File: config.mk
export PLATFORM = sky130hd
export DESIGN_NAME = elevator_request_scheduler_unit
export DESIGN_NICKNAME = d
export VERILOG_FILES = /design/src/design/ers_pkg.sv /design/src/design/elevator_request_scheduler_unit.sv /design/src/design/ers_req_store.sv /design/src/design/ers_scan.sv
export SDC_FILE = /design/constraint.sdc
export NUM_CORES = 1
export LEC_CHECK = 0
export ABC_AREA = 1
export BUFFER_PORTS_ARGS = -buffer_cell sky130_fd_sc_hd__buf_4
export CAP_MARGIN = 40
export CORE_AREA = 2 2 80 59
export DETAILED_ROUTE_END_ITERATION = 7
export DIE_AREA = 0 0 82 61
export PLACE_DENSITY = 0.69
export SKIP_LAST_GASP = 1
export SLEW_MARGIN = 5
export SYNTH_ARGS = -nofsm -noshare
export SYNTH_HDL_FRONTEND = slang
export SYNTH_HIERARCHICAL = 1
export SYNTH_SLANG_ARGS = --single-unit
File: constraint.sdc
create_clock -name clk -period 2.7 [get_ports clk]
set_clock_uncertainty 0.05 [all_clocks]
set_input_delay 0.27 -clock clk [delete_from_list [all_inputs] [get_ports clk]]
set_output_delay 0.27 -clock clk [all_outputs]
set_load 0.01 [all_outputs]
File: src/design/ers_pkg.sv
// ---------------------------------------------------------------------------
// ers_pkg
// Shared types and constants for the elevator request scheduler.
// ---------------------------------------------------------------------------
`timescale 1ns / 1ps

package ers_pkg;

    localparam int FLOORS = 4;
    localparam int IDX_W  = (FLOORS > 1) ? $clog2(FLOORS) : 1;

    // operation codes
    localparam logic [1:0] OP_ADD         = 2'd0;
    localparam logic [1:0] OP_CLEAR_FLOOR = 2'd1;
    localparam logic [1:0] OP_CLEAR_ALL   = 2'd2;
    localparam logic [1:0] OP_QUERY       = 2'd3;

    // request kinds
    localparam logic [1:0] BTN_UP    = 2'd0;
    localparam logic [1:0] BTN_DOWN  = 2'd1;
    localparam logic [1:0] BTN_CABIN = 2'd2;

    // travel direction codes, two's complement
    localparam logic signed [1:0] DIR_STOP = 2'sb00;
    localparam logic signed [1:0] DIR_UP   = 2'sb01;
    localparam logic signed [1:0] DIR_DOWN = 2'sb11;

    typedef struct packed {
        logic [FLOORS-1:0] up;
        logic [FLOORS-1:0] down;
        logic [FLOORS-1:0] cabin;
    } req_vec_t;

    typedef struct packed {
        logic             start;
        logic [IDX_W-1:0] cur;
        logic signed [1:0] dir;
    } scan_cmd_t;

    typedef struct packed {
        logic              valid;
        logic [IDX_W-1:0]  target;
        logic signed [1:0] dir;
    } scan_res_t;

endpackage

File: src/design/elevator_request_scheduler_unit.sv
// ---------------------------------------------------------------------------
// elevator_request_scheduler_unit
// Per-floor request bookkeeping with a LOOK-style next-target search.
// ---------------------------------------------------------------------------
// the floor scan tests one floor per cycle, first for the preferred kinds, then
//   for any request (only any request when stopped); an undefined direction
//   code skips the scan
// in_ready is low while a scan runs or its result waits for the output register
// reset clears all request vectors and the output valid, no clearing pass
`timescale 1ns / 1ps

module elevator_request_scheduler_unit
(
    input  logic              clk,
    input  logic              rst_n,
    input  logic              in_valid,
    output logic              in_ready,
    input  logic [1:0]        op,
    input  logic [1:0]        floor,
    input  logic [1:0]        button,
    input  logic [1:0]        current_floor,
    input  logic signed [1:0] direction,
    output logic              out_valid,
    input  logic              out_ready,
    output logic [1:0]        target_floor,
    output logic signed [1:0] next_direction
);

    ers_pkg::req_vec_t  reqs;
    ers_pkg::scan_cmd_t cmd;
    ers_pkg::scan_res_t res;
    logic               scan_idle;
    logic               in_fire;
    logic               take;

    logic              out_valid_reg;
    logic [1:0]        target_reg;
    logic signed [1:0] dir_reg;

    assign in_ready = scan_idle;
    assign in_fire  = in_valid && in_ready;
    assign take     = res.valid && (!out_valid_reg || out_ready);

    assign cmd.start = in_fire;
    assign cmd.cur   = ers_pkg::IDX_W'(current_floor);
    assign cmd.dir   = direction;

    ers_req_store u_store
    (
        .clk    (clk),
        .rst_n  (rst_n),
        .wr_en  (in_fire),
        .op     (op),
        .floor  (floor),
        .button (button),
        .reqs   (reqs)
    );

    ers_scan u_scan
    (
        .clk   (clk),
        .rst_n (rst_n),
        .cmd   (cmd),
        .reqs  (reqs),
        .take  (take),
        .idle  (scan_idle),
        .res   (res)
    );

    always_ff @(posedge clk or negedge rst_n)
    begin
        if (!rst_n)
        begin
            out_valid_reg <= 1'b0;
        end
        else if (take)
        begin
            out_valid_reg <= 1'b1;
        end
        else if (out_ready)
        begin
            out_valid_reg <= 1'b0;
        end
    end

    always_ff @(posedge clk)
    begin
        if (take)
        begin
            target_reg <= 2'(res.target);
            dir_reg    <= res.dir;
        end
    end

    assign out_valid      = out_valid_reg;
    assign target_floor   = target_reg;
    assign next_direction = dir_reg;

endmodule

File: src/design/ers_req_store.sv
// ---------------------------------------------------------------------------
// ers_req_store
// Hall up, hall down and cabin request vectors, updated once per beat.
// ---------------------------------------------------------------------------
`timescale 1ns / 1ps

module ers_req_store
(
    input  logic              clk,
    input  logic              rst_n,
    input  logic              wr_en,
    input  logic [1:0]        op,
    input  logic [1:0]        floor,
    input  logic [1:0]        button,
    output ers_pkg::req_vec_t reqs
);

    ers_pkg::req_vec_t reqs_reg;
    ers_pkg::req_vec_t reqs_next;
    logic              floor_ok;
    logic [ers_pkg::FLOORS-1:0] floor_bit;

    assign floor_ok  = (int'(floor) < ers_pkg::FLOORS);
    assign floor_bit = floor_ok ? (ers_pkg::FLOORS'(1) << ers_pkg::IDX_W'(floor))
                                : '0;

    always_comb
    begin
        reqs_next = reqs_reg;
        unique case (op)
            ers_pkg::OP_ADD:
            begin
                case (button)
                    ers_pkg::BTN_UP:    reqs_next.up    = reqs_reg.up | floor_bit;
                    ers_pkg::BTN_DOWN:  reqs_next.down  = reqs_reg.down | floor_bit;
                    ers_pkg::BTN_CABIN: reqs_next.cabin = reqs_reg.cabin | floor_bit;
                    default:            reqs_next = reqs_reg;
                endcase
            end
            ers_pkg::OP_CLEAR_FLOOR:
            begin
                reqs_next.up    = reqs_reg.up & ~floor_bit;
                reqs_next.down  = reqs_reg.down & ~floor_bit;
                reqs_next.cabin = reqs_reg.cabin & ~floor_bit;
            end
            ers_pkg::OP_CLEAR_ALL:
            begin
                reqs_next = '0;
            end
            ers_pkg::OP_QUERY:
            begin
                reqs_next = reqs_reg;
            end
            default:
            begin
                reqs_next = reqs_reg;
            end
        endcase
    end

    always_ff @(posedge clk or negedge rst_n)
    begin
        if (!rst_n)
        begin
            reqs_reg <= '0;
        end
        else if (wr_en)
        begin
            reqs_reg <= reqs_next;
        end
    end

    assign reqs = reqs_reg;

endmodule

File: src/design/ers_scan.sv
// ---------------------------------------------------------------------------
// ers_scan
// Target search: walks the floors one per cycle through a single bit test, first
// for preferred kinds (any kind, no fallback, if stopped), then any request.
// ---------------------------------------------------------------------------
`timescale 1ns / 1ps

module ers_scan
(
    input  logic               clk,
    input  logic               rst_n,
    input  ers_pkg::scan_cmd_t cmd,
    input  ers_pkg::req_vec_t  reqs,
    input  logic               take,
    output logic               idle,
    output ers_pkg::scan_res_t res
);

    typedef enum logic [3:0] {
        S_IDLE   = 4'b0001,
        S_FIRST  = 4'b0010,
        S_SECOND = 4'b0100,
        S_DONE   = 4'b1000
    } scan_state_t;

    typedef enum logic [1:0] {
        SEL_ANY,
        SEL_UP_CABIN,
        SEL_DOWN_CABIN
    } vec_sel_t;

    localparam logic [ers_pkg::IDX_W-1:0] TOP_IDX = ers_pkg::IDX_W'(ers_pkg::FLOORS - 1);

    scan_state_t                 state_reg, state_next;
    vec_sel_t                    sel_reg, sel_next;
    logic [ers_pkg::IDX_W-1:0]   idx_reg, idx_next;
    logic [ers_pkg::IDX_W-1:0]   cur_reg, cur_next;
    logic                        step_up_reg, step_up_next;
    logic [ers_pkg::IDX_W-1:0]   target_reg, target_next;
    logic signed [1:0]           dir_reg, dir_next;

    logic [ers_pkg::FLOORS-1:0]  vec;
    logic                        hit;
    logic                        at_end;
    logic [ers_pkg::IDX_W-1:0]   cur_clamped;
    logic signed [1:0]           hit_dir;

    assign cur_clamped = (int'(cmd.cur) >= ers_pkg::FLOORS) ? TOP_IDX : cmd.cur;

    always_comb
    begin
        case (sel_reg)
            SEL_UP_CABIN:   vec = reqs.up | reqs.cabin;
            SEL_DOWN_CABIN: vec = reqs.down | reqs.cabin;
            default:        vec = reqs.up | reqs.down | reqs.cabin;
        endcase
    end

    assign hit    = vec[idx_reg];
    assign at_end = step_up_reg ? (idx_reg == TOP_IDX) : (idx_reg == '0);

    // sign of found floor minus current floor
    always_comb
    begin
        if (idx_reg > cur_reg)
            hit_dir = ers_pkg::DIR_UP;
        else if (idx_reg < cur_reg)
            hit_dir = ers_pkg::DIR_DOWN;
        else
            hit_dir = ers_pkg::DIR_STOP;
    end

    always_comb
    begin
        state_next   = state_reg;
        sel_next     = sel_reg;
        idx_next     = idx_reg;
        cur_next     = cur_reg;
        step_up_next = step_up_reg;
        target_next  = target_reg;
        dir_next     = dir_reg;
        unique case (state_reg) inside
            S_IDLE:
            begin
                if (cmd.start)
                begin
                    cur_next = cur_clamped;
                    unique case (cmd.dir)
                        ers_pkg::DIR_STOP:
                        begin
                            state_next   = S_SECOND;
                            sel_next     = SEL_ANY;
                            idx_next     = '0;
                            step_up_next = 1'b1;
                        end
                        ers_pkg::DIR_UP:
                        begin
                            state_next   = S_FIRST;
                            sel_next     = SEL_UP_CABIN;
                            idx_next     = cur_clamped;
                            step_up_next = 1'b1;
                        end
                        ers_pkg::DIR_DOWN:
                        begin
                            state_next   = S_FIRST;
                            sel_next     = SEL_DOWN_CABIN;
                            idx_next     = cur_clamped;
                            step_up_next = 1'b0;
                        end
                        default:
                        begin
                            // undefined direction code: stay put
                            state_next  = S_DONE;
                            target_next = cur_clamped;
                            dir_next    = ers_pkg::DIR_STOP;
                        end
                    endcase
                end
            end
            S_FIRST, S_SECOND:
            begin
                if (hit)
                begin
                    state_next  = S_DONE;
                    target_next = idx_reg;
                    dir_next    = hit_dir;
                end
                else if (at_end && state_reg == S_FIRST)
                begin
                    // fallback sweeps any request from the far end, reversed
                    state_next   = S_SECOND;
                    sel_next     = SEL_ANY;
                    step_up_next = !step_up_reg;
                    idx_next     = step_up_reg ? TOP_IDX : '0;
                end
                else if (at_end)
                begin
                    state_next  = S_DONE;
                    target_next = cur_reg;
                    dir_next    = ers_pkg::DIR_STOP;
                end
                else
                begin
                    idx_next = step_up_reg ? idx_reg + 1'b1 : idx_reg - 1'b1;
                end
            end
            S_DONE:
            begin
                if (take)
                    state_next = S_IDLE;
            end
            default:
            begin
                state_next = S_IDLE;
            end
        endcase
    end

    always_ff @(posedge clk or negedge rst_n)
    begin
        if (!rst_n)
        begin
            state_reg <= S_IDLE;
        end
        else
        begin
            state_reg <= state_next;
        end
    end

    always_ff @(posedge clk)
    begin
        sel_reg     <= sel_next;
        idx_reg     <= idx_next;
        cur_reg     <= cur_next;
        step_up_reg <= step_up_next;
        target_reg  <= target_next;
        dir_reg     <= dir_next;
    end

    assign idle       = (state_reg == S_IDLE);
    assign res.valid  = (state_reg == S_DONE);
    assign res.target = target_reg;
    assign res.dir    = dir_reg;

endmodule

==> Yosys cells after proc, flatten, opt, wreduce, memory -nomap -nowiden <==
Cells that the tools add are included.
{ "totals": {"reg_bits": 32, "inputBits": 14, "out_inout_bits": 6, "word_cells": 134} }
{ "op_classes": {"addsub": 2, "n_lt_le_gt_ge": 3, "eq_ne": 29, "shifts": 1, "n_mux": 49, "n_bitwise": 12, "n_reduce_logical": 25} }
{ "op_table": {"columns": ["operator", "n"], "rows": [
  ["two-way mux 2 bit", 21],
  ["one-hot mux 12 bit (3 select lines)", 1],
  ["two-way mux 4 bit", 8],
  ["bitwise OR 4 bit", 7],
  ["one-hot mux 2 bit (2 select lines)", 5],
  ["AND reduction 5 bit", 4],
  ["one-hot mux 4 bit (2 select lines)", 2],
  ["bitwise AND 4 bit", 3],
  ["== test 2 bit, second input constant", 6],
  ["one-hot mux 4 bit (3 select lines)", 1],
  ["AND reduction 3 bit", 4],
  ["inequality test 2 bit, second input constant", 5],
  ["inequality test 3 x 2 -> 1 bit, second input constant", 3],
  ["== test 2 x 1 -> 1 bit, second input constant", 4],
  ["zero test 2 bit", 4],
  ["inequality test 4 x 1 -> 1 bit, second input constant", 2],
  ["two-way mux 1 bit", 7],
  ["inequality test 2 x 1 -> 1 bit, second input constant", 3],
  ["one-hot mux 2 bit (3 select lines)", 1],
  ["OR reduction 2 bit", 3],
  ["== test 4 x 1 -> 1 bit, second input constant", 1],
  ["== test 4 x 2 -> 1 bit, second input constant", 1],
  ["== test 4 x 3 -> 1 bit, second input constant", 1],
  ["== test 4 bit, second input constant", 1],
  ["other kinds (18)", 23]
]} }

==> Depth between registers and ports, before layout <==
Gate-level depths: netlist (run 1).
{ "logic_depth": {"word_depth": 7, "mapped_depth": 13, "ltp_nobuf": 13} }

==> By module <==
Netlist (run 1), hierarchy kept.
{ "modules_own_cells": {"columns": ["module", "instances", "cells_each", "area_each_um2", "seq_area_each_um2"], "rows": [
  ["ers_scan", 1, 133, 1052.3, 431.7],
  ["ers_req_store", 1, 127, 802.0, 300.3],
  ["elevator_request_scheduler_unit", 1, 12, 176.4, 145.1]
]} }

==> Least setup slack after synthesis (run 1) <==
Ideal clock, no wire load.
{ "synth_path": {"path_kind": "flip-flop to flip-flop", "start": "reg u_scan.state_reg[0]", "end": "reg u_scan/idx_reg[0] (netlist bit) (enable)", "setup_time_ps": 309, "arrival_time_ps": 1532, "required_ps": 2341, "setup_slack_ps": 809, "path_stages_with_launch": 9, "path_buffers": 0, "period_less_slack_ps": 1891, "cell_sequence": "dfstp_2 -> inv_2 -> nor3_4 -> nand2_1 -> inv_1 -> inv_1 -> o21ai_1 -> nand3_2 -> nor2_1"} }
{ "synth_between": {"elab_chain_len": 4, "word_cells_on_any_way": 12, "classes_between": "7 x eq/ne; 5 x reduce/logical"} }
{ "synth_rtl": {"columns": ["item", "line_no", "rtl"], "rows": [
  ["start: declaration", "ers_scan.sv:34", "scan_state_t state_reg, state_next;"],
  ["start signal: assignment", "ers_scan.sv:167", "state_reg <= state_next;"],
  ["== test 4 x 1 -> 1 bit", "ers_scan.sv:181", "assign idle = (state_reg == S_IDLE);"],
  ["net in_ready", "elevator_request_scheduler_unit.sv:17", "output logic in_ready,"],
  ["logical AND 1 bit", "elevator_request_scheduler_unit.sv:41", "assign in_fire = in_valid && in_ready;"],
  ["net in_fire", "elevator_request_scheduler_unit.sv:33", "logic in_fire;"],
  ["inequality test 2 x 1 -> 1 bit (no source line)", null, null],
  ["AND reduction 5 bit (no source line)", null, null],
  ["end signal: assignment", "ers_scan.sv:174", "idx_reg <= idx_next;"],
  ["end: declaration", "ers_scan.sv:36", "logic [ers_pkg::IDX_W-1:0] idx_reg, idx_next;"]
]} }
The timed path passes the listed nets, and every way through them passes these cells.
A chain may end at the register's enable or synchronous reset.

==> Worst setup path in the final report (run 1) <==
{ "layout_path": {"start": "reg u_scan.sel_reg[0]", "end": "reg u_scan/idx_reg[0] (netlist bit) (enable)"} }
{ "layout_between": {"elab_chain_len": 6, "word_cells_on_any_way": 7, "classes_between": "3 x eq/ne; 3 x mux; 1 x reduce/logical"} }
{ "layout_rtl": {"columns": ["item", "line_no", "rtl"], "rows": [
  ["start: declaration", "ers_scan.sv:35", "vec_sel_t sel_reg, sel_next;"],
  ["start signal: assignment", "ers_scan.sv:173", "sel_reg <= sel_next;"],
  ["== test 2 bit or == test 2 x 1 -> 1 bit (tied branches)", "ers_scan.sv:52", "case (sel_reg)"],
  ["one-hot mux 4 bit (2 select lines) *", "ers_scan.sv:52", null],
  ["binary-select mux 1 bit (select 2 bit) *", "ers_scan.sv:59", "assign hit = vec[idx_reg];"],
  ["two-way mux 1 bit (implied by the code) *", "ers_scan.sv:59", null],
  ["inequality test 2 bit (no source line) *", null, null],
  ["AND reduction 5 bit (no source line) *", null, null]
]} }
Mark *: on every way between the ends. The rest lies on a longest branch, timed or not. The select of a mux whose other input is x is not followed.

==> results_dict.tcl, run 1 <==
set metrics [dict create \
    status "completed" \
    worstPathArrival_ns 2.06 \
    grt_util_all_layers 0.195 \
    cts_inserted_buffers 5 \
    hold_class "in -> reg" \
    hold_end "u_scan/cur_reg[1]$_DFFE_PP_" \
    vias 1693 \
    avgRoutedWirePerCell_um 11.9 \
    hpwl_um 3380 \
    dp_slack_ns 0.604 \
    p_leak_nw 1.24 \
    clk_path_buf_depth 2 \
    grt_pass1_vias 1517 \
    initial_core_util 0.483 \
    cp.required_ns 2.63 \
    detail-route-antenna-nets 0 \
    syn_area_um2 2030 \
    rsz0062_at_grt "false" \
    cts_sinks 32 \
    finalNetCount 320 \
    final_common_cell "nand2_1" \
    hold_slack_ns 0.127 \
    n_antenna_cell 0 \
    portBuffers 19 \
    dr.pass1.iters 4 \
    setup_tns_ns 0 \
    fin_ws_ns 0.574 \
    coreArea_um2 4200 \
    hp-start "current_floor[1]" \
    maxCapViolations 0 \
    ir_drop_v 0.000477 \
    final_layout_size_suffix_gt1_frac 0.200 \
    worst_pin_slew_ns 0.365 \
    h-tree-depth 2 \
    grt_pass1_wl_um 7040 \
    fmax_mhz 470 \
    drc_errors 0 \
    grt_max_degree 18 \
    final-hold-violation-count 0 \
    die_h_um 61 \
    synth_top_cell_by_area "edfxtp_1" \
    slew_violations 0 \
    clockRootBuffer "clkbuf_8" \
    ioPinCount 20 \
    startpoint_type "flip-flop" \
    drtIter0Drc 101 \
    path_class "reg -> reg" \
    ctsHoldBuffers 1 \
    reg2reg_to "u_scan/idx_reg[0]$_DFFE_PP_" \
    ys_seq_area_frac 0.432 \
    wirelength_um 4210 \
    whs_path_depth 1 \
    crit_fanout 8 \
    finalWeightedCongestion 0.873 \
    vias_per_cell 4.77 \
    overflow 0 \
    cts_tree "yes" \
    synth_top_area_share 0.222 \
    reg2regPathDepth 11 \
    synth_area_leaders "edfxtp_1, dfrtp_1, nand2_1" \
    synthCells 272 \
    crit_path_end_kind "flip-flop" \
    rr_startpoint "u_scan/sel_reg[0]$_SDFFCE_PN0P_" \
    synth_fp_nets 293 \
    avgSynthCellArea_um2 7.47 \
    synth.distinct_cells 27 \
    fin_crit_sh 0.787 \
    syn_to_final_growth_pct 16.1 \
    core.rowCount 20 \
    final_cell_mix "nand2_1, inv_1, buf_4" \
    cts-resized-gates 0 \
    setup_violations 0 \
    ys_ff_latch 32 \
    largest_reg_flops 12 \
    slew_headroom 0.755 \
    postCtsSetupBuffers 0 \
    insertion_delay_ns 0.28 \
    dieWidth_um 82 \
    ys_warn_count 6 \
    die_area_um2 5000 \
    power_density_nw_per_um2 979 \
    antenna_found_initial 0 \
    ff2ff_setup_slack_ns 0.57 \
    min_period_ns 2.13 \
    cts.clk_slew.worst_paths_ns 0.06 \
]
## how the worst max path moves through the flow
stage	start	to	slack [ns]	cells after the start
final	u_scan/sel_reg[0]$_SDFFCE_PN0P_	u_scan/idx_reg[0]$_DFFE_PP_	0.57	11
after global routing	u_scan/sel_reg[1]$_SDFFCE_PN0P_	u_scan/idx_reg[0]$_DFFE_PP_	0.46	10
after CTS	u_scan/sel_reg[0]$_SDFFCE_PN0P_	u_scan/sel_reg[0]$_SDFFCE_PN0P_	0.59	11
after detailed placement	u_scan/sel_reg[0]$_SDFFCE_PN0P_	u_scan/sel_reg[1]$_SDFFCE_PN0P_	0.60	11
after global placement	u_scan/state_reg[0]$_DFFE_PN1P_	u_scan/sel_reg[0]$_SDFFCE_PN0P_	0.67	8
after floorplan	u_scan/state_reg[0]$_DFFE_PN1P_	u_scan/idx_reg[0]$_DFFE_PP_	0.81	8
## layer usage
metal	global-route usage	vias to the layer above	wire, µm	part of all wire
met2	0.262	47	1620	0.38
met4	0.0762	0	37	0.0088
met3	0.0565	5	290	0.069
met5	0	-	0	0
met1	0.293	748	2260	0.54
li1	-	893	-	-
## critical path, cell delays in order, from the launching register on
cell,delay [ns]
edfxtp_1,0.35
inv_1,0.05
ha_1,0.38
o21ai_0,0.24
nand3b_1,0.11
nand2_1,0.06
nand2_1,0.07
inv_2,0.08
nand2_1,0.08
nand2_2,0.09
nand3_2,0.10
nor2_1,0.17
## metrics by stage
step | cell area (µm²) | instances | power, mW | util
final | 2360 | 355 | 2.31 | 0.561
after global placement | 2240 | 346 | 1.84 | 0.533
after floorplan | 2030 | 272 | 1.61 | -
after detailed placement | 2240 | 346 | 1.87 | 0.533
after CTS | 2360 | 355 | 2.31 | 0.561
after global routing | 2360 | 355 | 2.51 | 0.561
## kinds of logic (layout without fill, tap and decap cells)
logic type,Yosys count,after routing,share of synthesized area
AOI/OAI and AO/OA,28,28,0.0838
and+or+nand+nor,141,141,0.323
buffers and inverters,64,92,0.118
adders and majority gates,7,7,0.0431
DFF,32,32,0.432
## power by group
part	total (mW)	switching (mW)	leakage, nW	internal [mW]
Combinational	1.03	0.668	0.836	0.359
Clock	0.435	0.167	0.0532	0.268
Sequential	0.847	0.123	0.348	0.724
Total	2.31	0.958	1.24	1.35
## synth_stat cells
master,n
a21oi_2,5
nor2_1,17
nor3_4,2
nand2_2,3
a31oi_1,1
nor2_2,3
nand2_1,87
dfstp_2,1
nand3_1,14
o21ai_0,10
nor2_4,2
o21bai_1,1
nand3_2,3
inv_1,51
nor3_2,1
edfxtp_1,15
nand2_4,1
nor3_1,2
a21oi_1,2
o221ai_1,1
inv_2,13
nand4_1,3
ha_1,7
dfrtp_1,16
o21ai_2,1
o21ai_1,7
nand3b_1,3
## area by class of cell
cell class | count | area, µm²
clock buffers | 5 | 68.8
clock inverters | 3 | 37.5
fillers | 405 | 1850
inverters | 64 | 240
multi-input cells | 176 | 913
flip-flops and latches | 32 | 877
well taps | 55 | 68.8
repair buffers | 20 | 153
Power figures use the tool's default switching activity.
==> inputs of run 2 (changes only) <==
PLACE_DENSITY = 0.72   (was 0.69)
clock period = 1.8 ns   (was 2.7 ns; I/O delays follow)
==> run 2 against run 1 <==
Against the previous run:
- cell area is 11% higher
- critical path depth stayed put
- wire length is 14% higher
- the flow now finishes with violations (setup timing)
- critical endpoint is now u_scan/sel_reg[0]$_SDFFCE_PN0P_
==> results_dict.tcl, run 2 (synthesized netlist as in run 1, its figures left out) <==
set metrics [dict create \
    dieWidth_um 82 \
    clockPowerShare 0.139 \
    power_frac_comb 0.545 \
    slew_violations 0 \
    finalWeightedCongestion 0.843 \
    dr.pass1.iters 5 \
    grt_pass1_vias 1602 \
    maxCapViolations 0 \
    detail-route-antenna-nets 0 \
    clk_path_buf_depth 2 \
    die_area_um2 5000 \
    status "finished with violations" \
    fin_cells 369 \
    largest_reg_flops 12 \
    ff2ff_setup_slack_ns -0.17 \
    min_period_ns 1.97 \
    cts.clk_slew.worst_paths_ns 0.06 \
    ioPinCount 20 \
    grt_max_degree 18 \
    crit_path_end_kind "flip-flop" \
    startpoint_type "flip-flop" \
    die_h_um 61 \
    drtIter0Drc 165 \
    final_cell_mix "nand2_1, inv_1, buf_4" \
    max_stage_delay_ns 0.41 \
    overflow 0 \
    p_total_mw 4.10 \
    cpMostUsedCell "nand2_4" \
    p_leak_nw 1.33 \
    grtUsageMet3 0.0402 \
    clockRootBuffer "clkbuf_8" \
    gr-max-usage-layer "met2" \
    post_dp_cell_area_um2 2340 \
    insertion_delay_ns 0.29 \
    path_buf_inv 1 \
    stdcell_area_um2 2630 \
    setup_tns_ns -2.07 \
    grt_pass1_wl_um 7110 \
    final-hold-violation-count 0 \
    worstPathCellList "inv_2, ha_4, o21ai_1, nand3b_1, nand2_1, nand2_2, nand2_4, nand2_4, nand2_4, nand3_4, nor2_4" \
    drc_errors 0 \
    finalNetCount 334 \
    place_inst 355 \
    n_antenna_cell 0 \
    h-tree-depth 2 \
    hold_class "in -> reg" \
    nFillCells 355 \
    grt_util_met2 0.301 \
    vias 1815 \
    core.rowCount 20 \
    slew_headroom 0.647 \
    hpwl_um 3470 \
    grt_util_all_layers 0.196 \
    ir_drop_v 0.000835 \
    worst_path_max_delay_cell "edfxtp_1" \
    fin_util 0.625 \
    antenna_found_initial 0 \
    switching_share 0.438 \
    met1_usage 0.274 \
    cp.required_ns 1.75 \
    vias_per_cell 4.92 \
    syn_to_final_growth_pct 29.4 \
    fin_ws_ns -0.174 \
    rsz0062_at_grt "true" \
    cp_top_family "simple AND/OR/NAND/NOR gates" \
    portBuffers 19 \
    wirelength_um 4790 \
    avgRoutedWirePerCell_um 13.0 \
    cts_sinks 32 \
    setup_violations 17 \
    path_class "reg -> reg" \
    crit_fanout 8 \
    worstPathArrival_ns 1.92 \
    internal-power_mw 2.30 \
    final_layout_size_suffix_gt1_frac 0.322 \
    seqPwrFrac 0.316 \
    cts_tree "yes" \
    initial_core_util 0.483 \
    fmax_mhz 507 \
    fin_crit_sh 1.10 \
    cts_inserted_buffers 5 \
    violations "setup timing" \
    final_common_cell "nand2_1" \
    worst_pin_slew_ns 0.524 \
    power.switching_mw 1.80 \
    coreArea_um2 4200 \
    power_density_nw_per_um2 1560 \
]
==> run 2: changes by cell type in the layout (fill, tap and decap cells not counted), moves of 4 or more <==
cell | before | now
nand2_1 | 87 | 83
nand3_4 | 0 | 4
inv_1 | 51 | 45
buf_4 | 19 | 30
o21ai_0 | 10 | 5
nand2_4 | 1 | 5
o21ai_2 | 1 | 9
==> run 2: cell type report <==
type	instances	area, µm²	area share
Multi-Input combinational cell	176	1060	0.404
Sequential cell	32	877	0.334
Timing Repair Buffer	34	278	0.106
Inverter	64	250	0.0952
Clock buffer	7	86.3	0.0329
Tap cell	55	68.8	0.0262
Clock inverter	1	6.26	0.00238
==> run 2: stage by stage <==
step	setup slack (ns)	hold WS (ns)
detailed placement	-0.132	0.00604
finish	-0.174	0.0316
CTS	-0.110	0.0258
floorplan	0.00141	-0.166
global placement	-0.0542	0.00578
global route	-0.267	0.0253
==> run 2: repair_timing <==
item	CTS	global route
hold buffers	1	0
resized for setup	6	25
endpoints found under the setup margin	9	21
hold endpoints to repair	17	0
setup buffers	0	5
pin swaps	2	10
==> run 2: per-layer routing <==
metal / wire [µm] / up-vias
met1: 2220 / 812
met2: 2110 / 70
li1: - / 925
met3: 376 / 8
met5: 0 / -
met4: 87 / 0
==> run 2: final timing paths <==
kind,start,cells after the start,end
setup / recovery,u_scan/sel_reg[0]$_SDFFCE_PN0P_,11,u_scan/sel_reg[0]$_SDFFCE_PN0P_
hold / removal,current_floor[0],1,u_scan/cur_reg[0]$_DFFE_PP_
setup reg to reg,u_scan/sel_reg[0]$_SDFFCE_PN0P_,11,u_scan/sel_reg[0]$_SDFFCE_PN0P_
hold reg to reg,u_scan/target_reg[1]$_DFFE_PP_,0,target_floor[1]$_DFFE_PP_
max in group asynchronous,rst_n,2,u_scan/state_reg[0]$_DFFE_PN1P_
min in group asynchronous,rst_n,2,u_store/reqs[7]$_DFFE_PN0P_
==> run 2: power groups by stage <==
stage	Clock (mW)	Sequential, mW	Combinational [mW]
6_report	0.570	1.30	2.23
5_1_grt	0.626	1.32	2.45
4_1_cts	0.584	1.29	1.82
3_5_place_dp	0	1.30	1.75
3_3_place_gp	0	1.29	1.70
2_1_floorplan	0	1.24	1.27
